--- src/rtl/core/srm_pkg.sv ---
package srm_pkg;

    localparam int CFG_W    = 15;
    localparam int CFG_IDX_W = 2;
    localparam int STATUS_W = 16;

    localparam logic [CFG_IDX_W-1:0] REG_VOLTAGE_POLL_PERIOD = 2'd0;
    localparam logic [CFG_IDX_W-1:0] REG_SLOW_DOWN_RELOAD    = 2'd1;
    localparam logic [CFG_IDX_W-1:0] REG_BUS_RELEASE_TIMEOUT = 2'd2;

    localparam logic [CFG_W-1:0] POLL_PERIOD_RESET   = 15'd2000;
    localparam logic [CFG_W-1:0] SLOW_DOWN_RESET     = 15'd10000;
    localparam logic [CFG_W-1:0] RELEASE_TIMEOUT_RESET = 15'd20000;
    localparam logic [CFG_W-1:0] POLL_COUNTER_RESET  = 15'd10000;

    localparam logic [7:0] VALID_BIT = 8'h80;

    localparam logic KIND_TICK  = 1'b0;
    localparam logic KIND_PLACE = 1'b1;

    localparam logic [3:0] OP_UART_GET  = 4'd1;
    localparam logic [3:0] OP_UART_PUT  = 4'd2;
    localparam logic [3:0] OP_RTC_TIME  = 4'd4;
    localparam logic [3:0] OP_RTC_MAGIC = 4'd5;
    localparam logic [3:0] OP_VOLTAGE   = 4'd6;
    localparam logic [3:0] OP_DDS       = 4'd7;
    localparam logic [3:0] OP_GIVE_UP   = 4'd8;

    localparam logic [3:0] ACT_NONE        = 4'd0;
    localparam logic [3:0] ACT_UART_GET    = 4'd1;
    localparam logic [3:0] ACT_RTC_TIME    = 4'd2;
    localparam logic [3:0] ACT_RTC_MAGIC   = 4'd3;
    localparam logic [3:0] ACT_VOLT_INIT   = 4'd4;
    localparam logic [3:0] ACT_READ_BASE   = 4'd5;
    localparam logic [3:0] ACT_READ_GEN    = 4'd6;
    localparam logic [3:0] ACT_DDS_SEND    = 4'd7;
    localparam logic [3:0] ACT_REESTABLISH = 4'd8;

    localparam logic [2:0] VPH_IDLE      = 3'd0;
    localparam logic [2:0] VPH_PAUSE1    = 3'd1;
    localparam logic [2:0] VPH_PAUSE2    = 3'd2;
    localparam logic [2:0] VPH_BASE_REQ  = 3'd3;
    localparam logic [2:0] VPH_BASE_READ = 3'd4;
    localparam logic [2:0] VPH_GEN_REQ   = 3'd5;
    localparam logic [2:0] VPH_GEN_READ  = 3'd6;

    typedef struct packed {
        logic       kind;
        logic [3:0] opcode;
        logic       dma_busy;
        logic       bus_requested;
        logic       minute_toggle;
        logic       magic_flag;
        logic [7:0] recv_byte;
    } in_t;

    typedef struct packed {
        logic                accepted;
        logic [3:0]          action;
        logic                clear_magic;
        logic                bus_released;
        logic [STATUS_W-1:0] voltage_status;
        logic                status_updated;
    } out_t;

    typedef struct packed {
        logic [CFG_W-1:0] voltage_poll_period;
        logic [CFG_W-1:0] slow_down_reload;
        logic [CFG_W-1:0] bus_release_timeout;
    } cfg_t;

    typedef struct packed {
        logic                pending;
        logic                executing;
        logic [3:0]          current_op;
        logic [2:0]          volt_phase;
        logic [STATUS_W-1:0] work_status;
        logic [STATUS_W-1:0] published_status;
        logic [CFG_W-1:0]    poll_counter;
        logic                prev_minute;
        logic                prev_bus_request;
        logic                released;
    } state_t;

endpackage

--- src/rtl/core/srm_step.sv ---
module srm_step (
    input  srm_pkg::in_t    item,
    input  srm_pkg::cfg_t   cfg,
    input  srm_pkg::state_t state,
    output srm_pkg::state_t state_next,
    output srm_pkg::out_t   result
);
    import srm_pkg::*;

    logic [CFG_W-1:0] cnt_dec;
    logic             cnt_zero;
    logic             accepted;
    logic [3:0]       action;
    logic             clr;
    logic             upd;

    assign cnt_dec  = state.poll_counter - 1'b1;
    assign cnt_zero = (cnt_dec == '0);

    always_comb
    begin
        state_next = state;
        accepted   = 1'b0;
        action     = ACT_NONE;
        clr        = 1'b0;
        upd        = 1'b0;

        if (item.kind == KIND_PLACE)
        begin
            if (!item.dma_busy && !state.pending)
            begin
                accepted              = 1'b1;
                state_next.current_op = item.opcode;
                state_next.pending    = 1'b1;
            end
        end
        else if (state.pending)
        begin
            if (!state.executing)
            begin
                state_next.executing = 1'b1;
                case (state.current_op)
                    OP_UART_GET:
                    begin
                        action                  = ACT_UART_GET;
                        state_next.poll_counter = cfg.slow_down_reload;
                    end
                    OP_UART_PUT:  state_next.poll_counter = cfg.slow_down_reload;
                    OP_RTC_TIME:  action = ACT_RTC_TIME;
                    OP_RTC_MAGIC: action = ACT_RTC_MAGIC;
                    OP_VOLTAGE:
                    begin
                        action                = ACT_VOLT_INIT;
                        state_next.volt_phase = VPH_PAUSE1;
                    end
                    OP_DDS:       action = ACT_DDS_SEND;
                    OP_GIVE_UP:
                    begin
                        action                  = ACT_REESTABLISH;
                        state_next.poll_counter = cfg.bus_release_timeout;
                    end
                    default:
                    begin
                        state_next.pending   = 1'b0;
                        state_next.executing = 1'b0;
                    end
                endcase
            end
            else if (!item.dma_busy)
            begin
                case (state.current_op)
                    OP_VOLTAGE:
                    begin
                        case (state.volt_phase)
                            VPH_PAUSE1, VPH_PAUSE2:
                                state_next.volt_phase = state.volt_phase + 1'b1;
                            VPH_BASE_REQ:
                            begin
                                action                = ACT_READ_BASE;
                                state_next.volt_phase = VPH_BASE_READ;
                            end
                            VPH_BASE_READ:
                            begin
                                if ((item.recv_byte & VALID_BIT) != '0)
                                    state_next.work_status = {8'h00, item.recv_byte};
                                state_next.volt_phase = VPH_GEN_REQ;
                            end
                            VPH_GEN_REQ:
                            begin
                                action                = ACT_READ_GEN;
                                state_next.volt_phase = VPH_GEN_READ;
                            end
                            VPH_GEN_READ:
                            begin
                                if ((item.recv_byte & VALID_BIT) != '0)
                                    state_next.work_status =
                                        state.work_status | {item.recv_byte, 8'h00};
                                state_next.volt_phase       = VPH_IDLE;
                                state_next.pending          = 1'b0;
                                state_next.executing        = 1'b0;
                                state_next.published_status = state_next.work_status;
                                upd                         = 1'b1;
                            end
                            default:
                            begin
                                state_next.volt_phase = VPH_IDLE;
                                state_next.pending    = 1'b0;
                                state_next.executing  = 1'b0;
                            end
                        endcase
                    end
                    OP_GIVE_UP:
                    begin
                        state_next.released = 1'b1;
                        if (item.bus_requested)
                            state_next.poll_counter = cnt_dec;
                        if (!item.bus_requested || cnt_zero)
                        begin
                            state_next.pending      = 1'b0;
                            state_next.executing    = 1'b0;
                            state_next.released     = 1'b0;
                            state_next.poll_counter = cfg.voltage_poll_period;
                        end
                    end
                    default:
                    begin
                        state_next.pending   = 1'b0;
                        state_next.executing = 1'b0;
                    end
                endcase
            end
        end
        else
        begin
            if (item.bus_requested && !state.prev_bus_request)
            begin
                if (!item.dma_busy)
                begin
                    state_next.current_op = OP_GIVE_UP;
                    state_next.pending    = 1'b1;
                end
            end
            else if (item.minute_toggle != state.prev_minute)
            begin
                if (!item.dma_busy)
                begin
                    state_next.current_op = OP_RTC_TIME;
                    state_next.pending    = 1'b1;
                end
            end
            else if (item.magic_flag)
            begin
                clr = 1'b1;
                if (!item.dma_busy)
                begin
                    state_next.current_op = OP_RTC_MAGIC;
                    state_next.pending    = 1'b1;
                end
            end
            else
            begin
                state_next.poll_counter = cnt_dec;
                if (cnt_zero)
                begin
                    state_next.poll_counter = cfg.voltage_poll_period;
                    if (!item.dma_busy)
                    begin
                        state_next.current_op = OP_VOLTAGE;
                        state_next.pending    = 1'b1;
                    end
                end
            end
            state_next.prev_minute      = item.minute_toggle;
            state_next.prev_bus_request = item.bus_requested;
        end
    end

    assign result.accepted       = accepted;
    assign result.action         = action;
    assign result.clear_magic    = clr;
    assign result.bus_released   = state_next.released;
    assign result.voltage_status = state_next.published_status;
    assign result.status_updated = upd;

endmodule

--- src/rtl/core/spi_request_manager.sv ---
// Single-slot request manager for a shared SPI bus. Each input beat is either a tick or a
// request placement and produces exactly one result beat. A beat is registered on entry,
// evaluated against the manager state combinationally and held in an output register, so a
// new beat is taken every cycle while the output side keeps up. Configuration registers
// take effect for the next beat and should be written only while no beat is in flight.
module spi_request_manager (
    input  logic                              clk,
    input  logic                              rst_n,
    input  logic                              in_valid,
    output logic                              in_stall,
    input  srm_pkg::in_t                      in_data,
    output logic                              out_valid,
    input  logic                              out_stall,
    output srm_pkg::out_t                     out_data,
    input  logic                              cfg_write,
    input  logic [srm_pkg::CFG_IDX_W-1:0]     cfg_index,
    input  logic [srm_pkg::CFG_W-1:0]         cfg_data
);
    import srm_pkg::*;

    logic   s1_valid_reg;
    in_t    s1_data_reg;
    logic   out_valid_reg;
    out_t   out_data_reg;
    cfg_t   cfg_reg;
    state_t state_reg;
    state_t state_next;
    out_t   result;
    logic   s1_advance;

    assign s1_advance = s1_valid_reg && !(out_valid_reg && out_stall);
    assign in_stall   = s1_valid_reg && !s1_advance;

    srm_step u_step (
        .item       (s1_data_reg),
        .cfg        (cfg_reg),
        .state      (state_reg),
        .state_next (state_next),
        .result     (result)
    );

    always_ff @(posedge clk or negedge rst_n)
    begin
        if (!rst_n)
        begin
            cfg_reg <= '{voltage_poll_period: POLL_PERIOD_RESET,
                         slow_down_reload:    SLOW_DOWN_RESET,
                         bus_release_timeout: RELEASE_TIMEOUT_RESET};
        end
        else if (cfg_write)
        begin
            case (cfg_index)
                REG_VOLTAGE_POLL_PERIOD: cfg_reg.voltage_poll_period <= cfg_data;
                REG_SLOW_DOWN_RELOAD:    cfg_reg.slow_down_reload    <= cfg_data;
                REG_BUS_RELEASE_TIMEOUT: cfg_reg.bus_release_timeout <= cfg_data;
                default: ;
            endcase
        end
    end

    always_ff @(posedge clk or negedge rst_n)
    begin
        if (!rst_n)
        begin
            state_reg <= '{pending:          1'b0,
                           executing:        1'b0,
                           current_op:       4'd0,
                           volt_phase:       VPH_IDLE,
                           work_status:      '0,
                           published_status: '0,
                           poll_counter:     POLL_COUNTER_RESET,
                           prev_minute:      1'b0,
                           prev_bus_request: 1'b0,
                           released:         1'b0};
        end
        else if (s1_advance)
        begin
            state_reg <= state_next;
        end
    end

    always_ff @(posedge clk or negedge rst_n)
    begin
        if (!rst_n)
        begin
            s1_valid_reg  <= 1'b0;
            out_valid_reg <= 1'b0;
        end
        else
        begin
            if (!in_stall)
                s1_valid_reg <= in_valid;
            if (!(out_valid_reg && out_stall))
                out_valid_reg <= s1_valid_reg;
        end
    end

    always_ff @(posedge clk)
    begin
        if (in_valid && !in_stall)
            s1_data_reg <= in_data;
        if (s1_advance)
            out_data_reg <= result;
    end

    assign out_valid = out_valid_reg;
    assign out_data  = out_data_reg;

endmodule

--- config.mk ---
export PLATFORM = sky130hd
export DESIGN_NAME = spi_request_manager
export DESIGN_NICKNAME = d
export VERILOG_FILES = /design/src/rtl/core/srm_pkg.sv /design/src/rtl/core/srm_step.sv /design/src/rtl/core/spi_request_manager.sv
export SDC_FILE = /design/constraint.sdc
export NUM_CORES = 1
export LEC_CHECK = 0
export ABC_AREA = 1
export BUFFER_PORTS_ARGS = -buffer_cell sky130_fd_sc_hd__buf_4
export CELL_PAD_IN_SITES_DETAIL_PLACEMENT = 2
export CELL_PAD_IN_SITES_GLOBAL_PLACEMENT = 2
export CORE_UTILIZATION = 32
export CTS_CLUSTER_DIAMETER = 40
export DETAILED_ROUTE_END_ITERATION = 8
export PLACE_DENSITY_LB_ADDON = 0.1
export RECOVER_POWER = 100
export SLEW_MARGIN = 20
export SYNTH_ARGS = -nofsm -noshare
export SYNTH_HDL_FRONTEND = slang
export SYNTH_HIERARCHICAL = 1
export SYNTH_SLANG_ARGS = --single-unit
--- constraint.sdc ---
create_clock -name clk -period 2.4 [get_ports clk]
set_clock_uncertainty 0.15 [all_clocks]
set_input_delay 0.48 -clock clk [delete_from_list [all_inputs] [get_ports clk]]
set_output_delay 0.48 -clock clk [all_outputs]
set_load 0.01 [all_outputs]
[After elaboration in Yosys (flattened, before gate mapping)]
Cells that the tools add are included.
Storage, ports and cells
  register bits after elaboration: 147
  output and inout port bits: 26
  input port bits: 39
  logic and storage cells: 160
Operators by class
  bitwise gates (word level): 6
  eq/ne operators: 28
  reductions and logical operators: 35
  add/sub/neg operators: 2
  multiplexer cells: 61
Operators by type and width (count)
  15-bit two-way mux: 9
  16-bit two-way mux: 5
  4-bit two-way mux: 14
  50-bit two-way mux: 1
  35-bit two-way mux: 1
  34-bit two-way mux: 1
  16-bit one-hot mux with 2 select lines: 1
  15-bit one-hot mux with 2 select lines: 1
  4-bit one-hot mux with 6 select lines: 1
  4-bit by 3-bit == test with 1-bit output (second input constant): 4
  1-bit two-way mux: 16
  16-bit bitwise OR: 1
  15-bit zero test: 1
  15-bit by 1-bit subtractor with 15-bit output (second input constant): 1
  2-bit two-way mux: 6
  3-bit one-hot mux with 4 select lines: 1
  2-bit != test (second input constant): 5
  5-bit AND reduction: 2
  5-bit OR reduction: 2
  3-bit == test (second input constant): 3
  9-bit AND reduction: 1
  2-bit AND reduction: 4
  8-bit AND reduction: 1
  1-bit zero test: 7
  26 further kinds: 43

[Depth between registers and ports, before layout]
Gate-level depths: netlist of run 1.
  word-level depth: 9
  depth in mapped cells: 20

[Cells and area by module]
The synthesis of run 1 kept the hierarchy.
Modules (own cells, without submodules)
  spi_request_manager: cells each 510, area each 5509.0 um^2, times used 1
  srm_step: cells each 626, area each 3130.5 um^2, times used 1

[Least setup slack after synthesis of run 1]
No wires, ideal clock.
  kind: flip-flop to flip-flop
  start: reg state_reg[3] (netlist name)
  end: reg state_reg[57] (netlist name)
  buffers on the path: 1
  stages on the path, launching flop included: 18
  data arrival time: 2.152 ns
  slack: -0.018 ns
  cell sequence: dfrtp_1 -> inv_2 -> ha_1 -> nand2_2 -> nor2_4 -> xor2_2 -> nand2_2 -> nor2_4 -> nand3_4 -> nand2_4 -> buf_6 -> inv_2 -> nand2_1 -> nand3_1 -> nand3_1 -> o21ai_1 -> nand3_1 -> nand2_1
On the way
  longest elaborated chain between the ends: 7
RTL lines
  start, declared: line spi_request_manager.sv:26  | state_t state_reg;
  start signal, assigned: line spi_request_manager.sv:65  | state_reg <= '{pending: 1'b0,
  start signal, assigned: line spi_request_manager.sv:78  | state_reg <= state_next;
  15-bit by 1-bit subtractor with 15-bit output: line srm_step.sv:17  | assign cnt_dec = state.poll_counter - 1'b1;
  15-bit zero test: line srm_step.sv:18  | assign cnt_zero = (cnt_dec == '0);
  1-bit logical OR: line srm_step.sv:117  | if (!item.bus_requested || cnt_zero)
  2-bit two-way mux: line srm_step.sv:117
  2-bit one-hot mux with 2 select lines: line srm_step.sv:71  | case (state.current_op)
  2-bit two-way mux: line srm_step.sv:69  | else if (!item.dma_busy)
  2-bit two-way mux: line srm_step.sv:39  | if (!state.executing)
No other way between the ends.
A chain may end at the register's enable or synchronous reset.

[Worst setup path in the final report of run 1]
  start: reg state_reg[4] (netlist name)
  end: reg state_reg[4] (netlist name)
On the way
  longest elaborated chain between the ends: 8
RTL lines
  15-bit by 1-bit subtractor with 15-bit output (*): line srm_step.sv:17
  15-bit zero test: line srm_step.sv:18
  1-bit logical OR: line srm_step.sv:117
  15-bit two-way mux: line srm_step.sv:117
  15-bit two-way mux: line srm_step.sv:71
  50-bit two-way mux: line srm_step.sv:69
  15-bit two-way mux: line srm_step.sv:39
  15-bit two-way mux: line srm_step.sv:37  | else if (state.pending)
Every way passes the cells marked *; elsewhere a longest branch is shown, timed or not. The select of a mux whose other input is x is not followed.

==> flow_metrics.py, run 1 <==
metrics = {
    "setup_path": {
        "worstPathRequired_ns": 2.56,
        "critPathKind": "reg -> reg",
        "worstPathMaxFanout": 6,
        "r2r-start": "state_reg[4]$_DFFE_PN0P_",
        "reg2reg_to": "state_reg[4]$_DFFE_PN0P_",
        "cp.arrival_ns": 2.79,
        "setup.worst_path.end_class": "flip-flop",
        "r2r_cells": 18,
        "cp-start-kind": "flip-flop",
        "r2r_slack_ns": -0.23,
    },
    "cells_and_area": {
        "antennaDiodeCount": 0,
        "multi_input_area_mm2": 0.00413,
        "n_fill_cell": 3012,
        "final_layout_size_suffix_gt1_share_pct": 25.4,
        "regArea_mm2": 0.00392,
        "fin_nets": 1328,
        "final_common_cell": "nand2_1",
        "largest_reg_flops": 59,
        "area_growth_pct": 27.2,
        "final_cell_mix": "nand2_1 (351), buf_4 (146), nand3_1 (117)",
    },
    "floorplan": {
        "core_mm2": 0.0263,
        "io_pins": 65,
        "fp-row-count": 59,
        "start_util_pct": 32.9,
        "die_width_um": 166,
        "dieArea_mm2": 0.0277,
        "die_y_um": 166,
    },
    "route": {
        "vias": 8645,
        "drc_errors": 5,
        "wl_per_cell_um": 20.8,
        "wl_met1_um": 15100,
        "met3_length_um": 1140,
        "dr.pass1.iters": 7,
        "wl_met2_um": 17000,
        "drt_iter0_drc": 446,
        "via_per_inst": 5.30,
        "routed_wl_um": 33900,
        "postRouteAntennaNets": 0,
        "maxUsedRoutingLayer": "met4",
    },
    "sta": {
        "clock.fmax_mhz": 380,
        "rsz0062_at_grt": "true",
        "period_share_pct": 110,
        "finalCriticalPeriod_ns": 2.63,
        "hold_violations": 0,
        "whs_ns": 0.0934,
        "tightest_slew_ns": 1.48,
        "setup_viol": 23,
        "slew_headroom_pct": 1.31,
        "drv_slew": 0,
        "fin_setup_tns_ns": -3.58,
        "worst_slack_ns": -0.234,
    },
    "global_route": {
        "grt_max_degree": 61,
        "grt_pass1_wl_um": 53900,
        "grt-ovfl-total": 0,
        "antenna_found_initial": 0,
        "grt_pass1_vias": 9557,
        "grt.total_usage_pct": 25.2,
    },
    "yosys": {
        "synth-edff-count": 41,
        "synth_cells": 1136,
        "ys_seq_area_share_pct": 45.3,
        "yosysUniqueCellTypes": 48,
        "synthesis.area_mm2": 0.00864,
        "synth_fp_nets": 1182,
        "synthFlopType": "dfrtp_1",
        "ys_async_sr_fraction_pct": 72.1,
        "ys_seq_elements": 147,
        "synth_area_per_cell_um2": 7.61,
        "ys_warn_count": 6,
    },
    "placement": {
        "dp_hpwl_um": 23400,
        "finalWeightedCongestion": 0.797,
        "port_buffers": 64,
    },
    "worst_hold_path": {
        "hp-class": "in -> reg",
        "min_to": "s1_data_reg[12]$_DFFE_PP_",
        "hp-start": "in_data[12]",
        "holdPathStages": 1,
    },
    "power": {
        "ir_worst_vdd_uv": 488,
        "powerDensity_mw_per_mm2": 1050,
        "p_leak_nw": 5.18,
    },
    "clock_tree": {
        "cts_tree": "done",
        "numCtsBuffers": 17,
        "cts.path.max_buffers": 2,
        "clkLatencyLatePin_ns": 0.43,
        "root_buffer": "clkbuf_16",
        "cts_max_level": 4,
        "path_clk_slew_ns": 0.07,
        "clock-sinks": 147,
    },
    "flow_run": {
        "drv_cap": 0,
    },
    "outcome": {
        "violations": "design-rule violations, negative setup slack",
        "status": "finished with violations",
    },
}
-- worst max-delay path by stage --
stage / from / to / slack, ns / cells past startpoint
floorplan: state_reg[3]$_DFFE_PN0P_ / state_reg[57]$_DFFE_PN0P_ / 0.01 / 17
CTS: state_reg[9]$_DFFE_PN0P_ / state_reg[4]$_DFFE_PN0P_ / -0.20 / 17
detailed placement: state_reg[4]$_DFFE_PN0P_ / state_reg[58]$_DFFE_PN0P_ / -0.40 / 16
global placement: state_reg[4]$_DFFE_PN0P_ / state_reg[4]$_DFFE_PN0P_ / -0.32 / 16
global route: state_reg[4]$_DFFE_PN0P_ / state_reg[12]$_DFFE_PN1P_ / -0.41 / 18
finish: state_reg[4]$_DFFE_PN0P_ / state_reg[4]$_DFFE_PN0P_ / -0.23 / 18
-- cells in the mapped netlist, drive strengths merged (2+ instances only) --
library cell / number / area (µm²)
clkinv: 2 / 8.75
xor2: 2 / 25.0
nor2: 81 / 375
nand2: 372 / 1420
mux2i: 3 / 30.0
a31oi: 4 / 25.0
a41oi: 4 / 35.0
ha: 7 / 87.6
nand3b: 4 / 33.8
clkbuf: 23 / 86.3
o21ai: 56 / 284
o211ai: 7 / 52.6
dfstp: 21 / 552
a22oi: 7 / 52.6
nand3: 129 / 683
edfxtp: 41 / 1230
a32oi: 2 / 17.5
dfrtp: 85 / 2130
o2111ai: 3 / 26.3
a221oi: 6 / 52.6
inv: 97 / 364
a21oi: 74 / 378
nand4: 33 / 206
nor3: 6 / 46.3
o21bai: 4 / 30.0
o22ai: 6 / 37.5
buf: 55 / 359
-- kinds of logic (layout without fill, tap and decap cells) --
group | after synthesis | count (layout) | share of synthesized area (%)
compound gates | 175 | 175 | 11.7
xor+xnor | 2 | 2 | 0.290
fa+ha+maj | 7 | 7 | 1.01
buf+inv | 177 | 336 | 9.47
flops | 147 | 147 | 45.3
mux | 3 | 3 | 0.348
simple gates | 625 | 625 | 32.0
-- through the flow --
step | utilization, % | instances | setup WS, ns | area [µm²] | power (mW)
2_1_floorplan | - | 1136 | 0.0131 | 8640 | 5.75
3_3_place_gp | 38.7 | 1581 | -0.323 | 10200 | 8.19
3_5_place_dp | 38.7 | 1581 | -0.399 | 10200 | 8.35
4_1_cts | 41.7 | 1622 | -0.197 | 11000 | 11.4
5_1_grt | 41.8 | 1630 | -0.406 | 11000 | 12.2
6_report | 41.8 | 1630 | -0.234 | 11000 | 11.5
-- area by class of cell --
| cell class | instances | area share (%) |
|---|---|---|
| repair buffers | 205 | 14.5 |
| multi-input cells | 812 | 37.6 |
| flip-flops and latches | 147 | 35.6 |
| clock inverters | 14 | 1.07 |
| well taps | 335 | 3.82 |
| clock buffers | 18 | 4.00 |
| inverters | 99 | 3.45 |
-- layer usage --
layer	GRT usage [%]	up-vias
li1	-	4048
met1	32.2	4393
met2	44.7	165
met3	2.91	39
met4	7.00	0
met5	0	-
-- critical path, cell delays in order (launching register included) --
cell and delay (ns):
dfrtp_1 0.41, buf_6 0.14, nor2_4 0.13, nand3_4 0.11, buf_4 0.15, nand2_1 0.07
nand2_2 0.08, nor2_4 0.10, nand2_2 0.07, nor2_4 0.14, nand3_4 0.18, buf_6 0.18
buf_12 0.12, nand2_4 0.04, nand3_2 0.06, a22oi_2 0.14, nand2_1 0.06, nand3_1 0.10
nand2_1 0.08
-- report_power, final --
group	switching [mW]	total [mW]	internal [mW]
logic	3.21	5.51	2.31
clock network	1.26	2.64	1.38
registers	0.363	3.37	3.01
-- timing repair --
action,in CTS,in global routing
resized for setup,47,34
setup endpoints to repair,42,62
cloned,1,0
setup buffers,7,8
hold endpoints to repair,85,0
pin swaps,24,7
hold buffers,1,0
Note: power is estimated with default switching activity, not from simulation.
==> run 2: changes to the inputs <==
--- a/config.mk
+++ b/config.mk
@@ -12,6 +12,7 @@
 export CORE_UTILIZATION = 32
 export CTS_CLUSTER_DIAMETER = 40
 export DETAILED_ROUTE_END_ITERATION = 8
+export GPL_TIMING_DRIVEN = 0
 export PLACE_DENSITY_LB_ADDON = 0.1
 export RECOVER_POWER = 100
 export SLEW_MARGIN = 20
==> run 2 against run 1 <==
  * The run ends with design-rule violations, max-capacitance violations, max-slew violations, negative setup slack left
  * Global-route usage grew 0.89 points
  * First-iteration DRC count grew 13%
  * Critical path depth grew 2
  * Die area is the same
  * Setup slack lost 0.17 ns
  * Wire length grew 10%
  * Sequential share of layout area shrank 2.0 points
  * Fmax shrank 6.1%
  * Power shrank 3.8%
  * Largest cell class unchanged
==> flow_metrics.py, run 2 (synthesis gave the netlist of run 1 again) <==
metrics = {
    "sta": {
        "rsz0062_at_grt": "true",
        "period_share_pct": 117,
        "worst_slack_ns": -0.406,
        "setup_viol": 67,
        "finalCriticalPeriod_ns": 2.81,
        "hold_violations": 0,
        "clock.fmax_mhz": 356,
        "drv_slew": 53,
        "slew_headroom_pct": -0.990,
        "fin_setup_tns_ns": -12.97,
        "tightest_slew_ns": 1.51,
    },
    "cells_and_area": {
        "final_layout_size_suffix_gt1_share_pct": 32.2,
        "fin_nets": 1335,
        "largest_reg_flops": 59,
        "instances_no_fill": 1637,
        "final_util_pct": 44.4,
        "antennaDiodeCount": 0,
        "area_growth_pct": 35.0,
        "final_common_cell": "nand2_1",
        "final_cell_mix": "nand2_1 (338), buf_4 (98), nand3_1 (94)",
    },
    "clock_tree": {
        "numCtsBuffers": 17,
        "cts_max_level": 4,
        "cts.path.max_buffers": 2,
        "clock-sinks": 147,
        "cts_tree": "done",
        "clkLatencyLatePin_ns": 0.44,
        "root_buffer": "clkbuf_16",
        "path_clk_slew_ns": 0.07,
    },
    "route": {
        "via_per_inst": 5.37,
        "vias": 8797,
        "postRouteAntennaNets": 0,
        "drt_iter0_drc": 506,
        "wl_per_cell_um": 22.8,
        "dr.pass1.iters": 6,
        "routed_wl_um": 37300,
        "drc_errors": 5,
    },
    "worst_hold_path": {
        "hp-class": "in -> reg",
    },
    "floorplan": {
        "fp-row-count": 59,
        "die_y_um": 166,
        "core_mm2": 0.0263,
        "dieArea_mm2": 0.0277,
        "io_pins": 65,
        "die_width_um": 166,
        "start_util_pct": 32.9,
    },
    "placement": {
        "dp_cells": 1534,
        "dp_hpwl_um": 24600,
        "port_buffers": 62,
        "finalWeightedCongestion": 0.833,
    },
    "global_route": {
        "grt.total_usage_pct": 26.1,
        "grt_pass1_vias": 9414,
        "grt-ovfl-total": 0,
        "grt_pass1_wl_um": 55400,
        "antenna_found_initial": 0,
        "grt_max_degree": 55,
    },
    "setup_path": {
        "setup.worst_path.end_class": "flip-flop",
        "cp.arrival_ns": 3.02,
        "worstPathRequired_ns": 2.62,
        "cp_common_cell": "nand2_2",
        "crit_family": "simple AND/OR/NAND/NOR gates",
        "cp_num_buf_inv": 5,
        "worstPathMaxFanout": 6,
        "r2r_slack_ns": -0.41,
        "crit_slowest_cell": "dfrtp_2",
        "path_cells": "inv_2 -> ha_4 -> inv_2 -> nand2_2 -> nand2_2 -> nor2_2 -> nand2_1 -> nor2_2 -> nand2_2 -> nor2_4 -> nand3_4 -> buf_4 -> buf_6 -> clkinv_4 -> nand2_1 -> nand4_1 -> a22oi_1 -> nand2_2 -> nand3_2 -> nand2_2",
        "cp-start-kind": "flip-flop",
        "slowest_delay_ns": 0.45,
        "critPathKind": "reg -> reg",
    },
    "power": {
        "powerDensity_mw_per_mm2": 951,
        "p_leak_nw": 5.32,
        "ir_worst_vdd_uv": 479,
    },
    "outcome": {
        "status": "finished with violations",
        "violations": "design-rule violations, max-capacitance violations, max-slew violations, negative setup slack",
    },
    "flow_run": {
        "drv_cap": 1,
    },
}
run 2: power breakdown:
part           internal [mW]  switching [mW]  leakage [nW]
Sequential              3.02           0.469          1.73
Combinational           1.63            3.10          3.30
Clock                   1.60            1.27         0.298
run 2: worst register-to-register path: stages, from the launching register on:
cell      delay, ns
dfrtp_2        0.45
inv_2          0.09
ha_4           0.19
inv_2          0.05
nand2_2        0.06
nand2_2        0.10
nor2_2         0.12
nand2_1        0.07
nor2_2         0.14
nand2_2        0.09
nor2_4         0.15
nand3_4        0.18
buf_4          0.19
buf_6          0.11
clkinv_4       0.05
nand2_1        0.06
nand4_1        0.07
a22oi_1        0.08
nand2_2        0.14
nand3_2        0.09
nand2_2        0.11
run 2: area by class of cell:
class | count | area, µm²
Tap cell | 335 | 419
Clock buffer | 18 | 439
Sequential cell | 147 | 3920
Timing Repair Buffer | 138 | 1210
Clock inverter | 14 | 168
Inverter | 99 | 412
Buffer | 73 | 482
Multi-Input combinational cell | 812 | 4590
Fill cell | 2951 | 14600
Timing Repair inverter | 1 | 8.76
run 2: repair_timing:
item                       in CTS  in global routing
cloned                          3                  0
gates resized for setup       107                153
setup buffers                  41                 32
pin swaps                      43                 64
hold buffers                    1                  0
hold endpoints to repair       33                  0
setup endpoints to repair      72                 58
run 2: per-stage QoR:
stage / total power, mW / setup WS [ns] / instance area [µm²] / hold slack (ns)
after floorplan: 5.75 / 0.0131 / 8640 / 0.0344
after CTS: 10.7 / -0.299 / 10900 / 0.0566
after global placement: 7.07 / -0.857 / 9530 / 0.301
after global routing: 11.7 / -0.565 / 11700 / 0.0777
final: 11.1 / -0.406 / 11700 / 0.0866
after detailed placement: 7.18 / -0.801 / 9560 / 0.309
run 2: routing by layer:
metal	share of wire, %	global-route usage, %
met5	0	0
met4	1.9	6.68
met3	2.8	3.62
met2	51	45.5
met1	45	33.8
run 2: final timing paths:
| kind | cells past startpoint | endpoint | from |
|---|---|---|---|
| worst max-delay path | 20 | state_reg[14]$_DFFE_PN0P_ | state_reg[4]$_DFFE_PN0P_ |
| worst min-delay path | 1 | s1_data_reg[14]$_DFFE_PP_ | in_data[14] |
| worst max register to register | 20 | state_reg[14]$_DFFE_PN0P_ | state_reg[4]$_DFFE_PN0P_ |
| worst min register to register | 2 | cfg_reg[19]$_DFFE_PN1P_ | cfg_reg[19]$_DFFE_PN1P_ |
| max in group asynchronous | 3 | state_reg[13]$_DFFE_PN1P_ | rst_n |
| min in group asynchronous | 2 | state_reg[20]$_DFFE_PN0P_ | rst_n |
